==> src/hw/rtl/tactile_slip_release_detector_unit_assert.svh <==
`ifndef TACTILE_SLIP_RELEASE_DETECTOR_UNIT_ASSERT_SVH
`define TACTILE_SLIP_RELEASE_DETECTOR_UNIT_ASSERT_SVH
// Assertion helpers for the block's modules; the emitter includes them.
// Same-cycle implication, checked outside reset.
`define TSRD_AST_IMP(lbl, ante, cons, msg) \
    lbl: assert property (@(posedge i_clk) disable iff (!i_rst_n) (ante) |-> (cons)) \
        else $error(msg);
// Next-cycle implication, checked outside reset.
`define TSRD_AST_NXT(lbl, ante, cons, msg) \
    lbl: assert property (@(posedge i_clk) disable iff (!i_rst_n) (ante) |=> (cons)) \
        else $error(msg);
`endif

==> src/hw/rtl/tsrd_pkg.sv <==
`timescale 1ns / 1ps
package tsrd_pkg;

    // Fixed sizes of the hand.
    localparam int FINGERS = 5;
    localparam int SLOTS   = 3;

    // Joint step of 0.1 rad in Q3.12.
    localparam logic signed [16:0] STEP_Q12 = 17'sd410;

    // Transaction commands.
    localparam logic [1:0] CMD_FORCE = 2'd0;
    localparam logic [1:0] CMD_JOINT = 2'd1;
    localparam logic [1:0] CMD_GRASP = 2'd2;

    // Grasp states with special meaning.
    localparam logic [2:0] GS_GRASPING  = 3'd1;
    localparam logic [2:0] GS_HOLDING   = 3'd2;
    localparam logic [2:0] GS_RELEASING = 3'd3;

    // Contact regions.
    localparam logic [2:0] RG_UP    = 3'd1;
    localparam logic [2:0] RG_DOWN  = 3'd2;
    localparam logic [2:0] RG_LEFT  = 3'd3;
    localparam logic [2:0] RG_RIGHT = 3'd4;

    // Configuration register indexes.
    localparam logic [2:0] REG_MIN_FORCE  = 3'd0;
    localparam logic [2:0] REG_DELTA      = 3'd1;
    localparam logic [2:0] REG_VARIATION  = 3'd2;
    localparam logic [2:0] REG_COOLDOWN   = 3'd3;
    localparam logic [2:0] REG_STARTUP    = 3'd4;
    localparam logic [2:0] REG_POST_GRASP = 3'd5;
    localparam logic [2:0] REG_LOWER      = 3'd6;
    localparam logic [2:0] REG_UPPER      = 3'd7;

    typedef struct packed {
        logic [1:0]         command;
        logic [2:0]         finger;
        logic [3:0]         region;
        logic signed [15:0] force_req;
        logic [4:0]         joint_number;
        logic signed [15:0] joint_position;
        logic [2:0]         grasp_mode;
    } t_in;

    typedef struct packed {
        logic [4:0]         joint_number_res;
        logic signed [15:0] target_position;
        logic               last;
    } t_out;

    // Pending release region per finger, zero when none.
    typedef logic [FINGERS-1:0][2:0] t_pend;

    // Window store and statistics controls.
    typedef struct packed {
        logic wr_en;
        logic rd_en;
        logic acc_en;
        logic acc_first;
    } t_wctl;

    // Does slot s of finger f carry a target for region r?
    function automatic logic slot_ok(input logic [2:0] f, input logic [1:0] s,
                                     input logic [2:0] r);
        logic ok;
        ok = 1'b0;
        if (r == RG_UP || r == RG_DOWN) begin
            ok = (f == 3'd0) ? (s < 2'd2) : (s < 2'd3);
        end else if (r == RG_LEFT || r == RG_RIGHT) begin
            ok = (s == 2'd0);
        end
        return ok;
    endfunction

    // Joint moved by slot s of finger f for region r.
    function automatic logic [4:0] slot_joint(input logic [2:0] f, input logic [1:0] s,
                                              input logic [2:0] r);
        logic [4:0] base;
        logic [4:0] side;
        case (f)
            3'd0: begin base = 5'd3;  side = 5'd2;  end
            3'd1: begin base = 5'd6;  side = 5'd5;  end
            3'd2: begin base = 5'd10; side = 5'd9;  end
            3'd3: begin base = 5'd14; side = 5'd13; end
            3'd4: begin base = 5'd18; side = 5'd17; end
            default: begin base = 5'd0; side = 5'd0; end
        endcase
        if (r == RG_UP || r == RG_DOWN) begin
            return base + {3'd0, s};
        end
        return side;
    endfunction

endpackage

==> src/hw/rtl/tsrd_wstat.sv <==
`timescale 1ns / 1ps
module tsrd_wstat #(
    parameter int WIN_LEN = 3
) (
    input  logic                 i_clk,
    input  logic                 i_rst_n,
    input  tsrd_pkg::t_wctl      i_ctl,
    input  logic [$clog2(tsrd_pkg::FINGERS*WIN_LEN)-1:0] i_wr_addr,
    input  logic [$clog2(tsrd_pkg::FINGERS*WIN_LEN)-1:0] i_rd_addr,
    input  logic signed [15:0]   i_force,
    input  logic signed [15:0]   i_min_force,
    input  logic signed [15:0]   i_delta,
    input  logic signed [15:0]   i_variation,
    output logic                 o_pass
);
    import tsrd_pkg::*;

    localparam int DEPTH = FINGERS * WIN_LEN;
    localparam int DW    = 16 + $clog2(WIN_LEN) + 4;
    localparam logic signed [DW-1:0] HL = DW'(WIN_LEN);

    logic signed [15:0]   r_mem [DEPTH];
    logic signed [15:0]   r_rd_data;
    logic signed [DW-1:0] r_sum;
    logic signed [15:0]   r_max;
    logic signed [15:0]   r_min;
    logic signed [DW-1:0] w_force;
    logic signed [DW-1:0] w_lhs;
    logic signed [DW-1:0] w_rhs;
    logic signed [16:0]   w_span;

    // Window store: one write and one registered read a cycle.
    always_ff @(posedge i_clk) begin
        if (i_ctl.wr_en) begin
            r_mem[i_wr_addr] <= i_force;
        end
        if (i_ctl.rd_en) begin
            r_rd_data <= r_mem[i_rd_addr];
        end
    end

    // Shared accumulator: sum, maximum and minimum, one entry a cycle.
    always_ff @(posedge i_clk) begin
        if (!i_rst_n) begin
            r_sum <= '0;
            r_max <= '0;
            r_min <= '0;
        end else if (i_ctl.acc_en) begin
            if (i_ctl.acc_first) begin
                r_sum <= DW'(r_rd_data);
                r_max <= r_rd_data;
                r_min <= r_rd_data;
            end else begin
                r_sum <= r_sum + DW'(r_rd_data);
                if (r_rd_data > r_max) begin
                    r_max <= r_rd_data;
                end
                if (r_rd_data < r_min) begin
                    r_min <= r_rd_data;
                end
            end
        end
    end

    // Trigger test on the finished window, mean compared without a divide.
    always_comb begin
        w_force = DW'(i_force);
        w_lhs   = DW'(w_force * HL) - r_sum;
        w_rhs   = DW'(DW'(i_delta) * HL);
        w_span  = 17'(r_max) - 17'(r_min);
        o_pass  = (i_force > i_min_force) && (w_lhs > w_rhs) && (w_span > 17'(i_variation));
    end

endmodule

==> src/hw/rtl/tsrd_emit.sv <==
`timescale 1ns / 1ps
`include "tactile_slip_release_detector_unit_assert.svh"
module tsrd_emit #(
    parameter int JOINT_SLOTS = 21
) (
    input  logic                               i_clk,
    input  logic                               i_rst_n,
    input  logic                               i_start,
    input  tsrd_pkg::t_pend                    i_pend,
    input  logic [JOINT_SLOTS-1:0]             i_known,
    input  logic                               i_jwr_en,
    input  logic [$clog2(JOINT_SLOTS)-1:0]     i_jwr_addr,
    input  logic signed [15:0]                 i_jwr_data,
    input  logic signed [15:0]                 i_lower,
    input  logic signed [15:0]                 i_upper,
    output logic                               o_out_valid,
    input  logic                               i_out_stall,
    output tsrd_pkg::t_out                     o_out_data,
    output logic                               o_done
);
    import tsrd_pkg::*;

    localparam int JW = $clog2(JOINT_SLOTS);

    localparam logic [2:0] E_IDLE = 3'd0;
    localparam logic [2:0] E_SCAN = 3'd1;
    localparam logic [2:0] E_ADD  = 3'd2;
    localparam logic [2:0] E_OUT  = 3'd3;

    logic [2:0]                      r_state;
    logic [2:0]                      r_f;
    logic [1:0]                      r_s;
    t_pend                           r_pend;
    logic [FINGERS-1:0][SLOTS-1:0]   r_mask;
    logic signed [15:0]              r_mem [JOINT_SLOTS];
    logic signed [15:0]              r_jdata;
    logic                            r_oval;
    t_out                            r_out;
    logic                            r_done;
    logic [FINGERS-1:0][SLOTS-1:0]   w_mask;
    logic                            w_later;
    logic [2:0]                      w_reg;
    logic [4:0]                      w_joint;
    logic                            w_end;
    logic                            w_rd_en;
    logic signed [16:0]              w_sum;
    logic signed [16:0]              w_t;

    // Slots that will really emit: region set and joint position known.
    always_comb begin
        for (int f = 0; f < FINGERS; f++) begin
            for (int s = 0; s < SLOTS; s++) begin
                w_mask[f][s] = slot_ok(3'(f), 2'(s), i_pend[f]) &&
                    i_known[JW'(slot_joint(3'(f), 2'(s), i_pend[f]))];
            end
        end
    end

    // Any emitting slot after the current one decides the last flag.
    always_comb begin
        w_later = 1'b0;
        for (int f = 0; f < FINGERS; f++) begin
            for (int s = 0; s < SLOTS; s++) begin
                if (r_mask[f][s] && ((3'(f) > r_f) || ((3'(f) == r_f) && (2'(s) > r_s)))) begin
                    w_later = 1'b1;
                end
            end
        end
    end

    // Shared adder and clamp; the upper limit wins over the lower.
    always_comb begin
        w_reg   = r_pend[r_f];
        w_joint = slot_joint(r_f, r_s, w_reg);
        w_end   = (r_f == 3'(FINGERS - 1)) && (r_s == 2'(SLOTS - 1));
        w_rd_en = (r_state == E_SCAN) && r_mask[r_f][r_s];
        if (w_reg == RG_UP || w_reg == RG_RIGHT) begin
            w_sum = 17'(r_jdata) - STEP_Q12;
        end else begin
            w_sum = 17'(r_jdata) + STEP_Q12;
        end
        w_t = w_sum;
        if (w_t < 17'(i_lower)) begin
            w_t = 17'(i_lower);
        end
        if (w_t > 17'(i_upper)) begin
            w_t = 17'(i_upper);
        end
    end

    // Joint position store with registered read.
    always_ff @(posedge i_clk) begin
        if (i_jwr_en) begin
            r_mem[i_jwr_addr] <= i_jwr_data;
        end
        if (w_rd_en) begin
            r_jdata <= r_mem[JW'(w_joint)];
        end
    end

    // Slot sequencer and output register.
    always_ff @(posedge i_clk) begin
        if (!i_rst_n) begin
            r_state <= E_IDLE;
            r_f     <= '0;
            r_s     <= '0;
            r_pend  <= '0;
            r_mask  <= '0;
            r_oval  <= 1'b0;
            r_out   <= '0;
            r_done  <= 1'b0;
        end else begin
            r_done <= 1'b0;
            case (r_state)
                E_IDLE: begin
                    if (i_start) begin
                        r_pend  <= i_pend;
                        r_mask  <= w_mask;
                        r_f     <= '0;
                        r_s     <= '0;
                        r_state <= E_SCAN;
                    end
                end
                E_SCAN: begin
                    if (r_mask[r_f][r_s]) begin
                        r_state <= E_ADD;
                    end else if (w_end) begin
                        r_done  <= 1'b1;
                        r_state <= E_IDLE;
                    end else if (r_s == 2'(SLOTS - 1)) begin
                        r_s <= '0;
                        r_f <= r_f + 3'd1;
                    end else begin
                        r_s <= r_s + 2'd1;
                    end
                end
                E_ADD: begin
                    r_out.joint_number_res <= w_joint;
                    r_out.target_position  <= w_t[15:0];
                    r_out.last             <= !w_later;
                    r_oval                 <= 1'b1;
                    r_state                <= E_OUT;
                end
                E_OUT: begin
                    if (!i_out_stall) begin
                        r_oval <= 1'b0;
                        if (w_end) begin
                            r_done  <= 1'b1;
                            r_state <= E_IDLE;
                        end else begin
                            r_state <= E_SCAN;
                            if (r_s == 2'(SLOTS - 1)) begin
                                r_s <= '0;
                                r_f <= r_f + 3'd1;
                            end else begin
                                r_s <= r_s + 2'd1;
                            end
                        end
                    end
                end
                default: begin
                    r_state <= E_IDLE;
                end
            endcase
        end
    end

    assign o_out_valid = r_oval;
    assign o_out_data  = r_out;
    assign o_done      = r_done;

    `TSRD_AST_IMP(a_out_known, o_out_valid, i_known[JW'(o_out_data.joint_number_res)], "target for an unknown joint")
    `TSRD_AST_IMP(a_done_quiet, r_done, !o_out_valid, "done while a target is still offered")
    `TSRD_AST_NXT(a_last_ends, o_out_valid && !i_out_stall && o_out_data.last, !o_out_valid, "target after the last one")
    `TSRD_AST_IMP(a_slot_range, r_state != E_IDLE, (r_f < 3'(FINGERS)) && (r_s < 2'(SLOTS)), "slot counter out of range")

endmodule

==> src/hw/rtl/tactile_slip_release_detector_unit.sv <==
`timescale 1ns / 1ps
// Channel   Direction  Payload  Handshake
// in        input      t_in     i_in_valid / o_in_stall
// out       output     t_out    o_out_valid / i_out_stall
// cfg       input      16 bit   i_cfg_we, i_cfg_index
//
// Joint and grasp transactions are taken in the idle state. A force sample
// passes the update and finish states, and the scan and evaluate states too
// when its window is evaluated, as the window is read back one entry a cycle
// through the single statistics accumulator. On finger 4 the emitter then walks
// 15 slots, passing each target through the shared adder and clamp.
// Synchronous active-low reset restores the register defaults; output stalls
// hold the emitter, and input is stalled whenever the sequencer is busy.
module tactile_slip_release_detector_unit #(
    parameter int WIN_LEN     = 3,
    parameter int JOINT_SLOTS = 21
) (
    input  logic             i_clk,
    input  logic             i_rst_n,
    input  logic             i_in_valid,
    output logic             o_in_stall,
    input  tsrd_pkg::t_in    i_in_data,
    output logic             o_out_valid,
    input  logic             i_out_stall,
    output tsrd_pkg::t_out   o_out_data,
    input  logic             i_cfg_we,
    input  logic [2:0]       i_cfg_index,
    input  logic [15:0]      i_cfg_data
);
    import tsrd_pkg::*;

    localparam int FILL_W = $clog2(WIN_LEN + 1);
    localparam int PTR_W  = $clog2(WIN_LEN);
    localparam int AW     = $clog2(FINGERS * WIN_LEN);
    localparam int JW     = $clog2(JOINT_SLOTS);
    localparam logic [FILL_W-1:0] HL_F = FILL_W'(WIN_LEN);
    localparam logic [PTR_W-1:0]  LAST_PTR = PTR_W'(WIN_LEN - 1);

    localparam logic [2:0] ST_IDLE = 3'd0;
    localparam logic [2:0] ST_UPD  = 3'd1;
    localparam logic [2:0] ST_SCAN = 3'd2;
    localparam logic [2:0] ST_EVAL = 3'd3;
    localparam logic [2:0] ST_FIN  = 3'd4;
    localparam logic [2:0] ST_EMIT = 3'd5;

    // Configuration registers.
    logic signed [15:0] r_min_force;
    logic signed [15:0] r_delta;
    logic signed [15:0] r_variation;
    logic [7:0]         r_cool_steps;
    logic [15:0]        r_startup;
    logic [15:0]        r_post_steps;
    logic signed [15:0] r_lower;
    logic signed [15:0] r_upper;

    // Sequencer and per-finger state.
    logic [2:0]          r_state;
    logic [2:0]          r_f;
    logic [2:0]          r_region;
    logic signed [15:0]  r_force;
    logic [AW-1:0]       r_base;
    logic [FILL_W-1:0]   r_cnt;
    logic [FILL_W-1:0]   r_fill [FINGERS];
    logic [PTR_W-1:0]    r_ptr  [FINGERS];
    logic [7:0]          r_cool [FINGERS];
    t_pend               r_pend;
    logic [15:0]         r_frames;
    logic [15:0]         r_post;
    logic [2:0]          r_grasp;
    logic                r_dropped;
    logic [JOINT_SLOTS-1:0] r_known;
    logic                r_emit_start;

    logic                w_accept;
    logic                w_jwr_en;
    logic                w_drop_now;
    logic                w_gate;
    logic [FILL_W-1:0]   w_fill;
    logic [AW-1:0]       w_wr_addr;
    logic [AW-1:0]       w_rd_addr;
    t_wctl               w_ctl;
    logic                w_pass;
    logic                w_done;

    assign o_in_stall = (r_state != ST_IDLE);
    assign w_accept   = i_in_valid && !o_in_stall;
    assign w_jwr_en   = w_accept && (i_in_data.command == CMD_JOINT) &&
                        ({1'b0, i_in_data.joint_number} < 6'(JOINT_SLOTS));
    assign w_drop_now = (r_grasp == GS_GRASPING) || (r_grasp == GS_RELEASING) ||
                        (r_post != 16'd0);

    // Window addressing, update gate and statistics controls.
    always_comb begin
        w_fill = r_fill[r_f];
        if (w_fill < HL_F) begin
            w_wr_addr = r_base + AW'(w_fill);
        end else begin
            w_wr_addr = r_base + AW'(r_ptr[r_f]);
        end
        w_rd_addr = r_base + AW'(r_cnt);
        w_gate = (r_frames >= r_startup) && (w_fill >= HL_F - 1'b1) &&
                 (r_cool[r_f] <= 8'd1) && (r_region >= RG_UP) && (r_region <= RG_RIGHT);
        w_ctl.wr_en     = (r_state == ST_UPD);
        w_ctl.rd_en     = (r_state == ST_SCAN) && (r_cnt < HL_F);
        w_ctl.acc_en    = (r_state == ST_SCAN) && (r_cnt != '0);
        w_ctl.acc_first = (r_state == ST_SCAN) && (r_cnt == FILL_W'(1));
    end

    // Configuration writes.
    always_ff @(posedge i_clk) begin
        if (!i_rst_n) begin
            r_min_force  <= 16'sd256;
            r_delta      <= 16'sd512;
            r_variation  <= 16'sd256;
            r_cool_steps <= 8'd5;
            r_startup    <= 16'd20;
            r_post_steps <= 16'd50;
            r_lower      <= -16'sd6144;
            r_upper      <= 16'sd6144;
        end else if (i_cfg_we) begin
            case (i_cfg_index)
                REG_MIN_FORCE:  r_min_force  <= i_cfg_data;
                REG_DELTA:      r_delta      <= i_cfg_data;
                REG_VARIATION:  r_variation  <= i_cfg_data;
                REG_COOLDOWN:   r_cool_steps <= i_cfg_data[7:0];
                REG_STARTUP:    r_startup    <= i_cfg_data;
                REG_POST_GRASP: r_post_steps <= i_cfg_data;
                REG_LOWER:      r_lower      <= i_cfg_data;
                REG_UPPER:      r_upper      <= i_cfg_data;
                default:        r_upper      <= r_upper;
            endcase
        end
    end

    // Transaction sequencer.
    always_ff @(posedge i_clk) begin
        if (!i_rst_n) begin
            r_state      <= ST_IDLE;
            r_f          <= '0;
            r_region     <= '0;
            r_force      <= '0;
            r_base       <= '0;
            r_cnt        <= '0;
            r_pend       <= '0;
            r_frames     <= '0;
            r_post       <= '0;
            r_grasp      <= '0;
            r_dropped    <= 1'b0;
            r_known      <= '0;
            r_emit_start <= 1'b0;
            for (int i = 0; i < FINGERS; i++) begin
                r_fill[i] <= '0;
                r_ptr[i]  <= '0;
                r_cool[i] <= '0;
            end
        end else begin
            r_emit_start <= 1'b0;
            case (r_state)
                ST_IDLE: begin
                    if (w_accept) begin
                        case (i_in_data.command)
                            CMD_JOINT: begin
                                if (w_jwr_en) begin
                                    r_known[JW'(i_in_data.joint_number)] <= 1'b1;
                                end
                            end
                            CMD_GRASP: begin
                                r_grasp <= i_in_data.grasp_mode;
                                if (r_grasp == GS_GRASPING && i_in_data.grasp_mode == GS_HOLDING) begin
                                    r_post <= r_post_steps;
                                end
                                for (int i = 0; i < FINGERS; i++) begin
                                    r_fill[i] <= '0;
                                end
                            end
                            CMD_FORCE: begin
                                if (i_in_data.finger < 3'(FINGERS)) begin
                                    r_f      <= i_in_data.finger;
                                    r_region <= (i_in_data.region[3:2] == 2'b00 ||
                                                 i_in_data.region == 4'd4) ?
                                                i_in_data.region[2:0] : 3'd0;
                                    r_force  <= i_in_data.force_req;
                                    r_base   <= AW'(i_in_data.finger * WIN_LEN);
                                    if (i_in_data.finger == 3'd0) begin
                                        // Frame opening.
                                        r_pend    <= '0;
                                        r_dropped <= w_drop_now;
                                        if (r_grasp != GS_GRASPING && r_grasp != GS_RELEASING &&
                                            r_post != 16'd0) begin
                                            r_post <= r_post - 16'd1;
                                        end
                                        if (!w_drop_now && r_frames != 16'hFFFF) begin
                                            r_frames <= r_frames + 16'd1;
                                        end
                                        if (!w_drop_now) begin
                                            r_state <= ST_UPD;
                                        end
                                    end else if (!r_dropped) begin
                                        r_state <= ST_UPD;
                                    end
                                end
                            end
                            default: begin
                                r_state <= ST_IDLE;
                            end
                        endcase
                    end
                end
                ST_UPD: begin
                    // Window write, fill and cooldown advance.
                    if (w_fill < HL_F) begin
                        r_fill[r_f] <= w_fill + 1'b1;
                        if (w_fill == HL_F - 1'b1) begin
                            r_ptr[r_f] <= '0;
                        end
                    end else if (r_ptr[r_f] == LAST_PTR) begin
                        r_ptr[r_f] <= '0;
                    end else begin
                        r_ptr[r_f] <= r_ptr[r_f] + 1'b1;
                    end
                    if (r_cool[r_f] != 8'd0) begin
                        r_cool[r_f] <= r_cool[r_f] - 8'd1;
                    end
                    r_cnt   <= '0;
                    r_state <= w_gate ? ST_SCAN : ST_FIN;
                end
                ST_SCAN: begin
                    r_cnt <= r_cnt + 1'b1;
                    if (r_cnt == HL_F) begin
                        r_state <= ST_EVAL;
                    end
                end
                ST_EVAL: begin
                    if (w_pass) begin
                        r_pend[r_f] <= r_region;
                        r_cool[r_f] <= r_cool_steps;
                    end
                    r_state <= ST_FIN;
                end
                ST_FIN: begin
                    if (r_f == 3'(FINGERS - 1)) begin
                        r_emit_start <= 1'b1;
                        r_state      <= ST_EMIT;
                    end else begin
                        r_state <= ST_IDLE;
                    end
                end
                ST_EMIT: begin
                    // The emitter has taken the pending regions; clear them once it ends.
                    if (w_done) begin
                        r_pend  <= '0;
                        r_state <= ST_IDLE;
                    end
                end
                default: begin
                    r_state <= ST_IDLE;
                end
            endcase
        end
    end

    tsrd_wstat #(
        .WIN_LEN     (WIN_LEN)
    ) u_wstat (
        .i_clk       (i_clk),
        .i_rst_n     (i_rst_n),
        .i_ctl       (w_ctl),
        .i_wr_addr   (w_wr_addr),
        .i_rd_addr   (w_rd_addr),
        .i_force     (r_force),
        .i_min_force (r_min_force),
        .i_delta     (r_delta),
        .i_variation (r_variation),
        .o_pass      (w_pass)
    );

    tsrd_emit #(
        .JOINT_SLOTS (JOINT_SLOTS)
    ) u_emit (
        .i_clk       (i_clk),
        .i_rst_n     (i_rst_n),
        .i_start     (r_emit_start),
        .i_pend      (r_pend),
        .i_known     (r_known),
        .i_jwr_en    (w_jwr_en),
        .i_jwr_addr  (JW'(i_in_data.joint_number)),
        .i_jwr_data  (i_in_data.joint_position),
        .i_lower     (r_lower),
        .i_upper     (r_upper),
        .o_out_valid (o_out_valid),
        .i_out_stall (i_out_stall),
        .o_out_data  (o_out_data),
        .o_done      (w_done)
    );

endmodule
==> config.mk <==
export PLATFORM = sky130hd
export DESIGN_NAME = tactile_slip_release_detector_unit
export DESIGN_NICKNAME = d
export VERILOG_FILES = /design/src/hw/rtl/tsrd_pkg.sv /design/src/hw/rtl/tsrd_wstat.sv /design/src/hw/rtl/tsrd_emit.sv /design/src/hw/rtl/tactile_slip_release_detector_unit.sv
export VERILOG_INCLUDE_DIRS = /design/src /design/src/hw/rtl
export SDC_FILE = /design/constraint.sdc
export NUM_CORES = 2
export LEC_CHECK = 0
export BUFFER_PORTS_ARGS = -buffer_cell sky130_fd_sc_hd__buf_2
export CAP_MARGIN = 15
export CELL_PAD_IN_SITES_DETAIL_PLACEMENT = 1
export CELL_PAD_IN_SITES_GLOBAL_PLACEMENT = 1
export CORE_ASPECT_RATIO = 1.2
export CORE_MARGIN = 4
export CORE_UTILIZATION = 30
export CTS_BUF_LIST = sky130_fd_sc_hd__clkbuf_4 sky130_fd_sc_hd__clkbuf_8
export DETAILED_ROUTE_END_ITERATION = 8
export PLACE_DENSITY = 0.51
export SYNTH_ARGS = -nofsm -noshare
export SYNTH_HDL_FRONTEND = slang
export SYNTH_HIERARCHICAL = 1
export SYNTH_SLANG_ARGS = --single-unit
==> constraint.sdc <==
create_clock -name i_clk -period 8.1 [get_ports i_clk]
set_input_delay 1.62 -clock i_clk [delete_from_list [all_inputs] [get_ports i_clk]]
set_output_delay 1.62 -clock i_clk [all_outputs]
set_load 0.02 [all_outputs]
# Yosys cells after proc, flatten, opt, wreduce, memory -nomap -nowiden
# Memories as Yosys holds them, arrays and structs flattened. A register that Yosys moved wholly into a read port is not among the register bits.
# Index checks and enable logic that the tools add are counted.
dict set report word_totals {
  mem_bits_rw 636
  elab_cells 563
  out_inout_bits 24
  mem_count 5
  register_bits 339
}
# name depth width rd rd_ports_with_merged_regs write_ports line_no
set mem_list {}
lappend mem_list {u_emit.r_mem 21 16 1 1 1 tsrd_emit.sv:35} ;# logic signed [15:0] r_mem [JOINT_SLOTS];
lappend mem_list {u_wstat.r_mem 15 16 1 1 1 tsrd_wstat.sv:22} ;# logic signed [15:0] r_mem [DEPTH];
lappend mem_list {r_cool 5 8 1 1 5 tactile_slip_release_detector_unit.sv:65} ;# logic [7:0] r_cool [FINGERS];
lappend mem_list {r_fill 5 2 1 1 5 tactile_slip_release_detector_unit.sv:63} ;# logic [FILL_W-1:0] r_fill [FINGERS];
lappend mem_list {r_ptr 5 2 1 1 5 tactile_slip_release_detector_unit.sv:64} ;# logic [PTR_W-1:0] r_ptr [FINGERS];
dict set report op_classes {
  add_sub_neg 17
  n_mux 220
  mul 3
  order_cmp 44
  n_reduce_logical 139
  bitwise_logic 9
  n_eq_ne 80
}
# op count
set ops {}
lappend ops {{5-bit 2-to-1 mux} 30}
lappend ops {{16-bit 2-to-1 mux} 9}
lappend ops {{3-bit 2-to-1 mux} 31}
lappend ops {{1-bit 2-to-1 mux} 92}
lappend ops {{5-bit by 6-bit < comparator with 1-bit output (second input constant)} 15}
lappend ops {{15-bit 2-to-1 mux} 6}
lappend ops {{1-bit binary-select mux with 5-bit select} 14}
lappend ops {{3-bit by 2-bit == test with 1-bit output (second input constant)} 21}
lappend ops {{1-bit logical AND} 62}
lappend ops {{5-bit one-hot mux with 5 select lines} 2}
lappend ops {{15-bit one-hot mux with 3 select lines} 1}
lappend ops {{3-bit == test (second input constant)} 14}
lappend ops {{16-bit by 3-bit multiplier with 19-bit output (second input constant)} 2}
lappend ops {{17-bit by 16-bit greater-than comparator with 1-bit output} 2}
lappend ops {{17-bit 2-to-1 mux} 2}
lappend ops {{3-bit by 1-bit == test with 1-bit output (second input constant)} 11}
lappend ops {{16-bit greater-than comparator} 2}
lappend ops {{16-bit one-hot mux with 2 select lines} 1}
lappend ops {{1-bit logical OR} 29}
lappend ops {{2-bit 2-to-1 mux} 14}
lappend ops {{2-bit AND reduction} 13}
lappend ops {{22-bit by 16-bit adder with 22-bit output} 1}
lappend ops {{22-bit greater-than comparator} 1}
lappend ops {{22-bit 2-to-1 mux} 1}
lappend ops {{other kinds (73)} 136}

# Longest topological paths before layout
dict set report logic_depth {
  depth_word 19
  depth_mapped 39
}

# Cells and area by module
# The synthesis kept the hierarchy.
# mod n_inst cells_per_inst seq_area_each_um2 area_each_um2
set by_module_without_submodules {}
lappend by_module_without_submodules {tsrd_emit 1 1901 11771.3 20686.1}
lappend by_module_without_submodules {tsrd_wstat 1 1534 8768.4 18522.8}
lappend by_module_without_submodules {tactile_slip_release_detector_unit 1 1555 7407.1 14362.5}

# Worst setup path before layout
# Ideal clock, no wire load.
dict set report synth_path {
  path_type {flip-flop to flip-flop}
  from {reg u_emit.r_f[1]}
  to {reg u_emit.r_out, in the netlist u_emit/o_out_data[10]}
  setup_time_ns 0.132
  synth_period_minus_slack_ns 7.806
  path_stages_with_launch 36
  required_time_ns 7.968
  t_arrival_ns 7.673
  slack_ns 0.294
  cell_sequence {dfxtp_1 buf_6 clkbuf_1 o221a_1 a22o_1 buf_2 clkbuf_1 buf_1 xnor2_1 and2_1 inv_1 ha_1 a21o_1 and2_1 o41a_1 o31a_1 o21ai_0 nand2_1 xor2_1 ha_1 o21ai_0 o2111ai_1 nand3_1 nand2_1 clkbuf_1 mux2_2 ha_1 nand4_1 or2_2 o31a_1 o21a_1 or2_2 clkbuf_1 clkbuf_1 o211ai_1 a21oi_1}
}
dict set report synth_between {
  elab_chain_len 9
  elab_cells_between_ends 10
  classes_between {order compare (2); eq/ne (2); mux (5); reduce/logical (1)}
}
# element line_no
set synth_lines {}
lappend synth_lines {{start: declaration} tsrd_emit.sv:31} ;# logic [2:0] r_f;
lappend synth_lines {{start signal: assignment} tsrd_emit.sv:132} ;# r_f <= r_f + 3'd1;
lappend synth_lines {{start signal: assignment} tsrd_emit.sv:154} ;# r_f <= r_f + 3'd1;
lappend synth_lines {{3-bit binary-select mux with 3-bit select *} tsrd_emit.sv:73} ;# w_reg = r_pend[r_f];
lappend synth_lines {{3-bit 2-to-1 mux (not written as such) *} tsrd_emit.sv:73}
lappend synth_lines {{3-bit by 1-bit == test with 1-bit output / 3-bit == test (equally long branches)} tsrd_emit.sv:77} ;# if (w_reg == RG_UP || w_reg == RG_RIGHT) begin
lappend synth_lines {{1-bit logical OR *} tsrd_emit.sv:77}
lappend synth_lines {{17-bit 2-to-1 mux *} tsrd_emit.sv:77}
lappend synth_lines {{17-bit by 16-bit < comparator with 1-bit output} tsrd_emit.sv:83} ;# if (w_t < 17'(i_lower)) begin
lappend synth_lines {{17-bit 2-to-1 mux *} tsrd_emit.sv:83}
lappend synth_lines {{17-bit by 16-bit greater-than comparator with 1-bit output} tsrd_emit.sv:86} ;# if (w_t > 17'(i_upper)) begin
lappend synth_lines {{16-bit 2-to-1 mux *} tsrd_emit.sv:86}
lappend synth_lines {{end: declaration} tsrd_emit.sv:38} ;# t_out r_out;
# Every way passes the cells marked *; elsewhere a longest branch is shown, timed or not. The select of a mux whose other input is x is not followed.
# A chain may end at the register's enable or synchronous reset.

# Final worst setup path
dict set report layout_path {
  from {reg u_emit.r_f[0]}
  to {reg u_emit.r_out, in the netlist u_emit/o_out_data[16]}
}
# The elaborated chain is that of the path after synthesis.

==> results by group <==
Run status
  • Outcome: finished clean

Worst setup path
  • CP required: just under 9000 ps
  • Slowest-stage cell, CP: a2111oi_1
  • Critical Path Max Stage Delay: 450 ps
  • CP Capture Type: flip-flop
  • Cell mode on critical path: ha_1
  • Worst Path Max Fanout: 16
  • Startpoint types: flip-flop
  • Worst EP arrival: 8350 ps
  • WS Path Type: reg2reg

Routing
  • DRT iter0 DRCs: around 2,000
  • DR pass1 iterations: 5
  • ANT nets after route: 0
  • WL final: 183,000 µm
  • WL/cell: around 24 µm
  • Drc violations: 0
  • Vias per Instance: about 5.2
  • Total number of vias: around 40,000

Floorplan
  • DIE HEIGHT: roughly 470 µm
  • Core area: approximately 0.18 mm²
  • Die area: approximately 0.19 mm²
  • IO Pins: 97
  • Starting Density: 0.302
  • FP Rows: roughly 170
  • Die Wd: 394 µm

Yosys
  • Syn avg cell area: about 11 µm²
  • Syn Inst Count: approximately 5,000
  • Synth Net Count: 5,363
  • Yosys warns: 6
  • Post-Syn Area: roughly 0.054 mm²

Clock network
  • H-tree Lvls: 4
  • CTS tree: yes
  • Clock sink total: 1,042
  • Worst-Skew Late Latency: approximately 960 ps
  • CTS buffer count: ~190
  • Hold-fix buffers, CTS: 0
  • Longest Clk Path Bufs: 3
  • Clock transition at path regs: 60 ps
  • Clock root buffer: clkbuf_8

Global routing
  • Remaining global-route overflow: 0
  • Number of global-route vias before repair: a little over 40,000
  • First-pass GRT wire length: approximately 270,000 µm
  • Initial antenna violation count: 17
  • Tot GR Track Use: 0.193
  • Pin count of the biggest net entering global routing: ~110

STA
  • Setup_tns: 0 ps
  • Final hold violation count: 0
  • Final setup fails: 0
  • Final worst path period share: 0.936
  • Final WS setup: roughly 520 ps
  • Final Skew: about 53 ps
  • FMAX: about 130 MHz
  • Actual slew at the worst max-slew pin: 1100 ps
  • Slew HR: 0.260
  • RSZ-0062 raised after global routing: no
  • Final Slew Violations: 0
  • Min Tclk post-route: 7580 ps

Place
  • Buffers on Ports: 96
  • Detail Placement HPWL: roughly 120,000 µm
  • Placement Cell Area: around 0.057 mm²
  • RD Place Congestion: approximately 0.8
  • DP Worst Slack: ~160 ps

Power and ir drop
  • Clock power frac: 0.452
  • Net load switching power: 2.96 mW
  • Sequential share of power: 0.479
  • Maximum VDD drop: about 0.13 mV
  • Combinational share of power: 0.069
  • Net Sw Frac: 0.248
  • Cell internal pwr: between 8 and 9 mW
  • Lkg Pwr: about 21 nW
  • Pwr/cell area: approximately 200 mW/mm²
  • Total Power: 12.0 mW

Layout
  • Fin area: approximately 0.061 mm²
  • Final Util: 0.345
  • Commonest non-fill, non-tap cell in the layout: nand2_1
  • Final #Nets: about 5,500
  • Synthesis-to-finish area growth: 14.1%
  • Fraction of layout cells with a size suffix above 1: 0.153
  • Commonest non-fill, non-tap cells in the layout: 724 x nand2_1, 704 x edfxtp_1, 353 x a21oi_1, 337 x dfxtp_1, 295 x inv_1

Job
  • Max Cap Viol: 0

Hold path
  • Hold Crit Class: reg2reg
[stage by stage]
| step | hold WS (ps) | instances |
|---|---|---|
| floorplan | 431 | 4984 |
| global placement | 439 | 7240 |
| detailed placement | 444 | 7240 |
| CTS | 452 | 7584 |
| global route | 474 | 7593 |
| finish | 451 | 7600 |
[power by group through the flow]
stage               clock, mW  combinational, mW  sequential (mW)
floorplan                   0              0.517             5.83
global placement            0              0.817             5.84
detailed placement          0              0.828             5.84
CTS                      5.60              0.833             5.72
global route             5.83              0.912             5.72
finish                   5.41              0.820             5.72
[critical path: cells and delay by family (launching register included)]
kind / cells / cell delay [ps]
mux: 1 / 340
compound gates: 13 / 3130
fa+ha+maj: 3 / 850
simple gates: 11 / 2070
buf+inv: 2 / 380
flops: 1 / 340
xor+xnor: 2 / 310
[metal layers]
layer	part of all wire	up-vias	global-route usage
met5	0.00033	-	0
met4	0.023	8	0.0516
met3	0.041	238	0.0363
met2	0.51	622	0.345
met1	0.43	20200	0.238
li1	-	18500	-
[repair_timing]
item	CTS	global route
setup endpoints to repair	0	23
resized for setup	0	6
setup buffers	0	0
[registers in the layout, indices dropped and copies added, names as in the netlist, 19 cells and up, named ones only]
name / flops
u_wstat/r_mem: 240
u_wstat/r_sum: 22
r_cool: 64
u_emit/r_mem: 336
r_known: 19
u_emit/o_out_data: 22
[final cells by class]
class                   instances  area, µm²
fillers                     19600     116000
clock inverters                68        661
flip-flops and latches       1042      27900
multi-input cells            3368      23600
well taps                    2308       2890
diodes                         10       25.0
inverters                     300       1130
clock buffers                 276       3420
repair buffers                228       1480
[worst paths after layout]
path	startpoint	endpoint	slack, ps	cells past startpoint
worst max-delay path	u_emit/r_f[0]	u_emit/o_out_data[16]	520	32
worst min-delay path	r_post_steps[12]	r_post_steps[12]	450	2
worst max register to register	u_emit/r_f[0]	u_emit/o_out_data[16]	520	32
worst min register to register	r_post_steps[12]	r_post_steps[12]	450	2
(Power assumes the default switching activity.)
